**src/sv/bracket_tape_machine_core_defines.svh**
```systemverilog
// Assertion macros for the bracket tape machine core.
// Define NO_ASSERTIONS to compile them away.
`ifndef BRACKET_TAPE_MACHINE_CORE_DEFINES_SVH
`define BRACKET_TAPE_MACHINE_CORE_DEFINES_SVH
`ifndef NO_ASSERTIONS
`define BTM_ASSERT_IMP(lbl, clk, rst_n, ante, cons) \
    lbl: assert property (@(posedge clk) disable iff (!rst_n) (ante) |-> (cons)) \
        else $error("assertion failed");
`define BTM_ASSERT_NXT(lbl, clk, rst_n, ante, cons) \
    lbl: assert property (@(posedge clk) disable iff (!rst_n) (ante) |=> (cons)) \
        else $error("assertion failed");
`else
`define BTM_ASSERT_IMP(lbl, clk, rst_n, ante, cons)
`define BTM_ASSERT_NXT(lbl, clk, rst_n, ante, cons)
`endif
`endif

```
**src/sv/btm_pkg.sv**
```systemverilog
// Shared types and constants for the bracket tape machine core.
// No dependencies.
`timescale 1ns / 1ps
package btm_pkg;
    localparam int ProgDepth = 4096;
    localparam int TapeDepth = 32768;
    localparam int NestDepth = 256;
    localparam int PAW = $clog2(ProgDepth);
    localparam int TAW = $clog2(TapeDepth);
    localparam int NAW = $clog2(NestDepth);

    localparam logic [1:0] CMD_LOAD    = 2'd0;
    localparam logic [1:0] CMD_STEP    = 2'd1;
    localparam logic [1:0] CMD_RESTART = 2'd2;
    localparam logic [1:0] CMD_UNUSED  = 2'd3;

    localparam logic [2:0] ERR_NONE     = 3'd0;
    localparam logic [2:0] ERR_CLOSE    = 3'd1;
    localparam logic [2:0] ERR_OPEN     = 3'd2;
    localparam logic [2:0] ERR_RANGE    = 3'd3;
    localparam logic [2:0] ERR_OVERFLOW = 3'd4;

    localparam logic [7:0] CH_OPEN  = 8'h5B;
    localparam logic [7:0] CH_CLOSE = 8'h5D;
    localparam logic [7:0] CH_LEFT  = 8'h3C;
    localparam logic [7:0] CH_RIGHT = 8'h3E;
    localparam logic [7:0] CH_INC   = 8'h2B;
    localparam logic [7:0] CH_DEC   = 8'h2D;
    localparam logic [7:0] CH_OUT   = 8'h2E;
    localparam logic [7:0] CH_IN    = 8'h2C;

    typedef struct packed {
        logic [1:0] cmd;
        logic [7:0] program_byte;
        logic [7:0] in_byte;
        logic       in_valid;
    } t_in;

    typedef struct packed {
        logic [7:0] out_byte;
        logic       out_valid;
        logic       input_used;
        logic       waiting_input;
        logic       halted;
        logic [2:0] error_code;
    } t_out;

    // queue entry between front and back
    typedef struct packed {
        logic       restart;
        logic       step;   // a step command; it may end without executing an instruction
        logic [7:0] in_byte;
        logic       in_valid;
    } t_job;
endpackage

```
**src/sv/btm_queue.sv**
```systemverilog
// Two-entry job queue between front end and back end.
// Depends on btm_pkg.
`timescale 1ns / 1ps
module btm_queue (
    input  logic          i_clk,
    input  logic          i_rst_n,
    input  logic          i_push,
    input  btm_pkg::t_job i_data,
    input  logic          i_pop,
    output logic          o_valid,
    output btm_pkg::t_job o_data,
    output logic          o_full
);
    import btm_pkg::*;
    t_job r_mem [2];
    logic r_wp, r_rp;
    logic [1:0] r_cnt;
    always_ff @(posedge i_clk) begin
        if (!i_rst_n) begin
            r_wp <= 1'b0; r_rp <= 1'b0; r_cnt <= '0;
        end else begin
            if (i_push) r_wp <= ~r_wp;
            if (i_pop) r_rp <= ~r_rp;
            r_cnt <= r_cnt + {1'b0, i_push} - {1'b0, i_pop};
        end
    end
    always_ff @(posedge i_clk) begin
        if (i_push) r_mem[r_wp] <= i_data;
    end
    assign o_valid = r_cnt != '0;
    assign o_data = r_mem[r_rp];
    assign o_full = r_cnt == 2'd2;
endmodule

```
**config.mk**
```make
export PLATFORM = sky130hd
export DESIGN_NAME = btm_queue
export DESIGN_NICKNAME = d
export VERILOG_FILES = /design/src/sv/bracket_tape_machine_core_defines.svh /design/src/sv/btm_pkg.sv /design/src/sv/btm_queue.sv
export SDC_FILE = /design/constraint.sdc
export NUM_CORES = 1
export LEC_CHECK = 0
export BUFFER_PORTS_ARGS = -buffer_cell sky130_fd_sc_hd__buf_2
export CAP_MARGIN = 30
export CORE_AREA = 8 8 55 57
export DETAILED_ROUTE_END_ITERATION = 8
export DIE_AREA = 0 0 63 65
export GPL_TIMING_DRIVEN = 0
export PLACE_DENSITY = 0.73
export SLEW_MARGIN = 20
export SYNTH_ARGS = -nofsm -noshare
export SYNTH_HDL_FRONTEND = slang
export SYNTH_SLANG_ARGS = --single-unit
```
**constraint.sdc**
```tcl
create_clock -name i_clk -period 1.3 [get_ports i_clk]
set_input_delay 0.26 -clock i_clk [delete_from_list [all_inputs] [get_ports i_clk]]
set_output_delay 0.26 -clock i_clk [all_outputs]
set_load 0.01 [all_outputs]
```
==> impl_metrics.tcl, run 1 <==
set metrics [dict create \
    rsz0062_at_grt "true" \
    dp_hpwl_um 1153 \
    drtAntennaViolNets 0 \
    arrival_ns 1.28 \
    drive_above_1_share_pct 55.56 \
    netlist_area_mm2 0.001020 \
    cts.sinks 27 \
    seq_area_frac_synth_pct 74.60 \
    outcome "finished, violations left" \
    nets 108 \
    die_h_um 65 \
    numPortBuffers 27 \
    switching_share_pct 22.01 \
    finalCritPeriodShare_pct 118.5 \
    p_switching_uw 382.6 \
    hold_slack_ns 0.1318 \
    grtUsageTotal_pct 8.418 \
    p_per_area_mw_per_mm2 1250 \
    power.share.sequential_pct 59.0 \
    worst_slew_pin_slew_ns 0.5051 \
    fin_skew_ns 0.006059 \
    p_int_mw 1.356 \
    clkLatencyLatePin_ns 0.31 \
    fp.dieW_um 63 \
    hold_buffers 0 \
    grt_pass1_vias 566 \
    first_pass_iters 2 \
    cts_max_path_buffers 2 \
    yosysWarningCount 0 \
    min_path_type "primary input to flop" \
    maxCapViolCount 0 \
    viasPerCell 4.627 \
    power.leakage_nw 0.5797 \
    wl_per_cell_um 14.99 \
    violations "negative setup slack" \
    start_util_pct 47.47 \
    cts_tree "built" \
    fin_cells 118 \
    place_area_mm2 0.001197 \
    setup_slack_ns -0.2405 \
    path_max_fanout 5 \
    die_area_mm2 0.004095 \
    htreeDepth 1 \
    cts_made_buffers 3 \
    synth_cell_type_count 13 \
    clk_pin_slew_worst_paths_ns 0.13 \
    total_power_mw 1.738 \
    diodes 0 \
    io_pins 28 \
    drt_wl_total_um 1769 \
    setup-tns-final_ns -2.461 \
    avgSynthCellArea_um2 18.54 \
    clockPowerShare_pct 19.5 \
    period_needed_ns 1.540 \
    grt_max_degree 15 \
    fmax_ghz 0.6491 \
    dp_cells 111 \
    place_worst_setup_slack_ns -0.1675 \
    fin_util_pct 64.71 \
    hold_viol 0 \
    finalSetupViolCount 11 \
    clockRootBuffer "clkbuf_4" \
    drc_errors 0 \
    final.fill_count 167 \
    cp-end-kind "output pin" \
    drtIter0Drc 5 \
    routed-via-count 546 \
    fin_area_mm2 0.001390 \
    synth_nets 72 \
    slew_headroom_pct 66.33 \
    place_congestion 0.6051 \
    fp-row-count 17 \
    peakVddDrop_uv 801.6 \
    path_class "flop to output pin" \
    syn_to_final_growth_pct 36.32 \
    synthCells 55 \
    start_kind "flop" \
    cp.required_ns 1.04 \
    ys_ff_latch 27 \
    report.final.slew_viol_count 0 \
    core-area_mm2 0.002148 \
    antenna_found_initial 0 \
    combPwrFrac_pct 21.5 \
    grt_pass1_wl_um 2691 \
    overflow 0 \
]
## kinds of logic (layout without fill, tap and decap cells)
logic type | after synthesis | in the layout | synth area share [%]
AO/OA/AOI/OAI | 1 | 1 | 0.7365
XOR/XNOR | 2 | 2 | 3.067
adder cells (fa/ha/maj) | 2 | 2 | 2.454
buffers and inverters | 3 | 38 | 1.473
flip-flops | 27 | 27 | 74.60
multiplexers | 11 | 11 | 12.15
AND/OR/NAND/NOR | 9 | 9 | 5.521
## layout by cell type, fill, tap and decap left out, drive strengths merged
master / netlist / layout
buf: 1 / 31
edfxtp: 22 / 22
mux2: 11 / 11
clkbuf: 0 / 5
dfxtp: 5 / 5
and2: 4 / 4
nor2b: 4 / 4
inv: 2 / 2
ha: 2 / 2
xor2: 1 / 1
or2: 1 / 1
o21a: 1 / 1
xnor3: 1 / 1
## area by class of cell
| class | count | area [um^2] | share of cell area [%] |
|---|---|---|---|
| repair buffers | 31 | 251.5 | 18.09 |
| flip-flops and latches | 27 | 767.0 | 55.18 |
| well taps | 28 | 35.03 | 2.520 |
| clock buffers | 4 | 26.28 | 1.890 |
| inverters | 2 | 7.507 | 0.5401 |
| multi-input cells | 25 | 287.8 | 20.70 |
| plain buffers | 1 | 15.01 | 1.080 |
## final timing paths
path	slack [ns]	startpoint	endpoint	cells after the start
worst max-delay path	-0.24	flop	o_data[2]	3
worst min-delay path	0.13	i_data[10]	r_mem[0][10]$_DFFE_PP_	1
worst min register to register	0.61	r_rp$_SDFFE_PN0P_	flop	2
worst max register to register	0.10	r_cnt[0]$_SDFF_PN0_	r_cnt[1]$_SDFF_PN0_	6
## state kept, by name, indices dropped and copies added, names as in the netlist, named ones only
signal and flops:
r_mem 22, r_cnt 2, r_rp 1, r_wp 1
## Yosys cell counts
cell	instances	share of area [%]
mux2_1	10	11
inv_1	2	0.74
xor2_1	1	0.86
and2_1	4	2.5
or2_1	1	0.61
o21a_1	1	0.74
buf_4	1	0.74
dfxtp_1	5	9.8
mux2_2	1	1.1
xnor3_1	1	2.2
ha_1	2	2.5
edfxtp_1	22	65
nor2b_1	4	2.5
## repair_timing
item                                    CTS  global route
buffers inserted                          1             1
cloned                                    0             1
resized for setup                         7            22
pin swaps                                 0             1
endpoints found under the hold margin     0             0
endpoints found under the setup margin   17            13
## metal layers
metal,global-route usage (%),vias up,part of all wire [%]
met5,0,-,0
met4,5.128,0,1.8
met3,3.608,4,5.5
met2,13.83,17,54
met1,8.830,255,39
li1,-,270,-
## critical path: stages (launching register included)
cell and delay [ns]:
dfxtp_4 0.40, clkbuf_16 0.15, mux2_4 0.30, buf_6 0.12
## power by group through the flow
| stage | logic (mW) | registers (mW) | clock network, mW |
|---|---|---|---|
| 2_1_floorplan | 0.159 | 1.03 | 0 |
| 3_3_place_gp | 0.249 | 1.03 | 0 |
| 3_5_place_dp | 0.257 | 1.04 | 0 |
| 4_1_cts | 0.278 | 1.02 | 0.351 |
| 5_1_grt | 0.404 | 1.03 | 0.386 |
| 6_report | 0.374 | 1.03 | 0.339 |
Note: power is estimated with default switching activity, not from simulation.
==> inputs of run 2 (changes only) <==
Settings changed: CORE_AREA 8 8 55 57 to 8 8 53 55, DIE_AREA 0 0 63 65 to 0 0 61 63, PLACE_DENSITY 0.73 to 0.79, RECOVER_POWER from default to 50.
Clock period 1.3 ns to 1.95 ns, I/O delays scaled along.
==> run 2 against run 1 <==
Effect of this change:
- the flow now finishes without violations
- critical path type unchanged
- critical path depth unchanged
- die area is 6.2% lower
- worst hold slack improved by 0.14 ns
- power fell by 39%
- clock skew down 0.0040 ns
- non-clock buffer count shrank 3
- cell count shrank 2.5%
- sequential share of layout area grew 7.2 points
- wire length is 16% lower
- count of clock-buffer cells in the layout stayed put
- clock power fell by 37%
- global-route usage rose by 0.30 points
==> impl_metrics.tcl, run 2 (synthesis gave the netlist of run 1 again) <==
set metrics [dict create \
    fp-row-count 17 \
    rsz0062_at_grt "false" \
    syn_to_final_growth_pct 19.63 \
    post_cts_buffers 0 \
    peakVddDrop_uv 452.1 \
    die_area_mm2 0.003843 \
    regArea_um2 760.7 \
    numPortBuffers 27 \
    setup_slack_ns 0.2380 \
    arrival_ns 1.32 \
    largest_register_ff_count 22 \
    grt_max_degree 15 \
    hold_buffers 0 \
    start_util_pct 49.42 \
    dp_hpwl_um 1194 \
    clkLatencyLatePin_ns 0.30 \
    biggestRegsByFlops "r_mem (22), r_cnt (2)" \
    setup-tns-final_ns 0 \
    fin_area_mm2 0.001220 \
    top_register "r_mem" \
    dp_cells 110 \
    grt_pass1_wl_um 2484 \
    cts_resized 0 \
    fmax_ghz 0.5841 \
    fin_cells 115 \
    outcome "finished, final reports clean" \
    drtAntennaViolNets 0 \
    hold_viol 0 \
    cts_made_buffers 3 \
    start_kind "flop" \
    cp-end-kind "output pin" \
    wl_per_cell_um 12.99 \
    routed-via-count 545 \
    min_path_type "primary input to flop" \
    fp.dieW_um 61 \
    overflow 0 \
    core-area_mm2 0.002063 \
    p_per_area_mw_per_mm2 867.5 \
    final.fill_count 174 \
    cp.required_ns 1.56 \
    drtIter0Drc 6 \
    worst_slew_pin_slew_ns 0.7230 \
    drc_errors 0 \
    place_congestion 0.6247 \
    drive_above_1_share_pct 34.48 \
    path_class "flop to output pin" \
    maxCapViolCount 0 \
    period_needed_ns 1.712 \
    cts_tree "built" \
    cts.sinks 27 \
    final_common_cell "buf_2" \
    multiInputGateArea_um2 244.0 \
    report.final.slew_viol_count 0 \
    clk_pin_slew_worst_paths_ns 0.12 \
    first_pass_iters 3 \
    antenna_found_initial 0 \
    fin_skew_ns 0.002062 \
    htreeDepth 1 \
    io_pins 28 \
    finalCritPeriodShare_pct 87.79 \
    slew_headroom_pct 51.77 \
    place_area_mm2 0.001190 \
    path_max_fanout 10 \
    power.leakage_nw 0.4807 \
    diodes 0 \
    total_power_mw 1.058 \
    die_h_um 63 \
    viasPerCell 4.739 \
    finalSetupViolCount 0 \
    cts_max_path_buffers 2 \
    clockRootBuffer "clkbuf_4" \
    drt_wl_total_um 1494 \
    grtUsageTotal_pct 8.720 \
    layout_common_cells "24 x buf_2, 22 x edfxtp_1, 10 x mux2_1" \
    place_worst_setup_slack_ns 0.1868 \
    nets 105 \
    grt_pass1_vias 594 \
]
==> run 2: cell count changes in the layout (fill, tap and decap cells not counted), moves of 2 or more <==
cell,previous run,this run
buf_6,11,0
mux2_4,11,0
dfxtp_1,2,5
buf_2,16,24
clkbuf_1,1,4
mux2_1,0,10
and2_0,0,3
and2_1,4,1
dfxtp_2,2,0
==> run 2: final timing paths <==
| check | startpoint | endpoint | slack, ns | cells after the start |
|---|---|---|---|---|
| setup / recovery | flop | o_data[2] | 0.24 | 3 |
| hold / removal | i_data[5] | r_mem[0][5]$_DFFE_PP_ | 0.27 | 1 |
| setup reg to reg | r_wp$_SDFFE_PN0P_ | r_mem[1][9]$_DFFE_PP_ | 0.63 | 1 |
| hold reg to reg | r_rp$_SDFFE_PN0P_ | flop | 0.59 | 2 |
==> run 2: area by class of cell <==
type | count | area share, %
Buffer | 1 | 0.6154
Clock buffer | 4 | 2.154
Inverter | 2 | 0.6154
Multi-Input combinational cell | 25 | 20.00
Sequential cell | 27 | 62.36
Tap cell | 28 | 2.872
Timing Repair Buffer | 28 | 11.38
==> run 2: worst max-delay path: stages, from the launching register on <==
cell,delay [ns]
dfxtp_1,0.36
buf_4,0.19
mux2_1,0.33
buf_2,0.14
==> run 2: through the flow <==
stage	hold slack (ns)	util, %
finish	0.2671	59.13
global route	0.2271	59.13
CTS	0.2509	58.94
detailed placement	0.5730	57.67
global placement	0.5666	57.67
floorplan	0.4889	-
==> run 2: metal layers <==
metal  GRT usage, %  up-vias  part of all wire (%)
met1          8.561      258                    34
met5              0        -                     0
met3          3.909        2                    11
met2          14.68       19                    55
met4          4.373        0                  0.40
li1               -      266                     -
==> run 2: power breakdown <==
group          switching (mW)  internal, mW  total, mW
combinational          0.0768        0.0888      0.166
clock                   0.133        0.0796      0.213
sequential             0.0157         0.664      0.680
total                   0.226         0.832       1.06
==> inputs of run 3 (changes only) <==
Settings changed: RECOVER_POWER 50 to 25.
==> run 3 against run 2 <==
Effect of this change:
- power barely moved
- critical endpoint unchanged
- sequential share of layout area fell by 0.064 points
- utilization rose by 0.061 points
- cell count is the same
- combinational power about the same
- highest routed layer unchanged
- count of clock-buffer cells in the layout unchanged
- cell area rose by 0.10%
- maximum frequency hardly changed
- clock skew shrank 0.00053 ns
- first-iteration DRC count stayed put
- register-to-register slack better by 0.07 ns
==> impl_metrics.tcl, run 3 (synthesis gave the netlist of run 1 again) <==
set metrics [dict create \
    grt_pass1_vias 594 \
    drc_errors 0 \
    final_common_cell "buf_2" \
    numPortBuffers 27 \
    maxCapViolCount 0 \
    dp_hpwl_um 1194 \
    cts_resized 0 \
    diodes 0 \
    fp.dieW_um 61 \
    cp.required_ns 1.56 \
    grt_pass1_wl_um 2484 \
    hold_buffers 0 \
    fin_area_mm2 0.001221 \
    reg2reg_depth 2 \
    wl_per_cell_um 12.96 \
    top_register "r_mem" \
    antenna_found_initial 0 \
    start_kind "flop" \
    clk_pin_slew_worst_paths_ns 0.12 \
    cts_made_buffers 3 \
    drt_wl_total_um 1490 \
    cts_max_path_buffers 2 \
    io_pins 28 \
    clkLatencyLatePin_ns 0.30 \
    nets 105 \
    arrival_ns 1.32 \
    biggestRegsByFlops "r_mem (22), r_cnt (2)" \
    grtUsageTotal_pct 8.720 \
    start_util_pct 49.42 \
    fp-row-count 17 \
    rsz0062_at_grt "false" \
    layout_common_cells "25 x buf_2, 22 x edfxtp_1, 10 x mux2_1" \
    fin_util_pct 59.19 \
    cts_tree "built" \
    overflow 0 \
    path_max_fanout 10 \
    slew_headroom_pct 66.36 \
    peakVddDrop_uv 452.5 \
    drtIter0Drc 6 \
    outcome "finished, final reports clean" \
    routed-via-count 545 \
    period_needed_ns 1.712 \
    post_cts_buffers 0 \
    path_class "flop to output pin" \
    fin_skew_ns 0.001527 \
    die_area_mm2 0.003843 \
    grt_max_degree 15 \
    finalCritPeriodShare_pct 87.78 \
    finalSetupViolCount 0 \
    final.fill_count 173 \
    place_area_mm2 0.001190 \
    core-area_mm2 0.002063 \
    die_h_um 63 \
    worst_slew_pin_slew_ns 0.5046 \
    htreeDepth 1 \
    drtAntennaViolNets 0 \
    hold_viol 0 \
    setup-tns-final_ns 0 \
    power.leakage_nw 0.4859 \
    regArea_um2 760.7 \
    p_per_area_mw_per_mm2 866.9 \
    viasPerCell 4.739 \
    hold_depth 1 \
    syn_to_final_growth_pct 19.75 \
    clockRootBuffer "clkbuf_4" \
    report.final.slew_viol_count 0 \
    cts.sinks 27 \
    largest_register_ff_count 22 \
    cp-end-kind "output pin" \
    drive_above_1_share_pct 35.63 \
    multiInputGateArea_um2 244.0 \
    min_path_type "primary input to flop" \
    place_congestion 0.6247 \
    first_pass_iters 3 \
    fmax_ghz 0.5842 \
]
## run 3: cell count changes in the layout (fill, tap and decap cells not counted), sizes merged
cell / previous run / this run
buf: 26 / 27
clkbuf: 7 / 6
## run 3: worst paths after layout
| kind | startpoint | endpoint | slack (ns) |
|---|---|---|---|
| max | flop | o_data[2] | 0.24 |
| min | i_data[5] | r_mem[0][5]$_DFFE_PP_ | 0.27 |
| min reg2reg | r_rp$_SDFFE_PN0P_ | flop | 0.59 |
| max reg2reg | r_wp$_SDFFE_PN0P_ | r_mem[0][0]$_DFFE_PP_ | 0.70 |
## run 3: final cells by class
class | count | share of cell area [%]
Clock buffer | 4 | 2.152
Inverter | 2 | 0.6148
Multi-Input combinational cell | 25 | 19.98
Timing Repair Buffer | 28 | 11.48
Sequential cell | 27 | 62.30
Tap cell | 28 | 2.869
Buffer | 1 | 0.6148
## run 3: metrics by stage
step | total power, mW | worst slack, ns | hold slack, ns | cells
6_report | 1.059 | 0.2383 | 0.2674 | 115
5_1_grt | 1.123 | 0.1195 | 0.2271 | 115
4_1_cts | 1.079 | 0.1911 | 0.2509 | 114
3_5_place_dp | 0.8638 | 0.1868 | 0.5730 | 110
3_3_place_gp | 0.8547 | 0.2560 | 0.5666 | 110
2_1_floorplan | 0.7938 | 0.5974 | 0.4889 | 55
## run 3: worst max-delay path, stage by stage (launching register included)
cell and delay [ns]:
dfxtp_1 0.36, buf_4 0.19, mux2_1 0.33, buf_2 0.14
## run 3: power by group
| part | internal (mW) | total [mW] | switching (mW) |
|---|---|---|---|
| sequential | 0.664 | 0.680 | 0.0156 |
| combinational | 0.0895 | 0.166 | 0.0766 |
| clock | 0.0796 | 0.213 | 0.133 |
| total | 0.833 | 1.06 | 0.226 |
## run 3: layer usage
layer  up-vias  global-route usage (%)  wire [um]
met3         2                   3.909        167
li1        266                       -          -
met4         0                   4.373          6
met2        19                   14.68        818
met5         -                       0          0
met1       258                   8.561        497
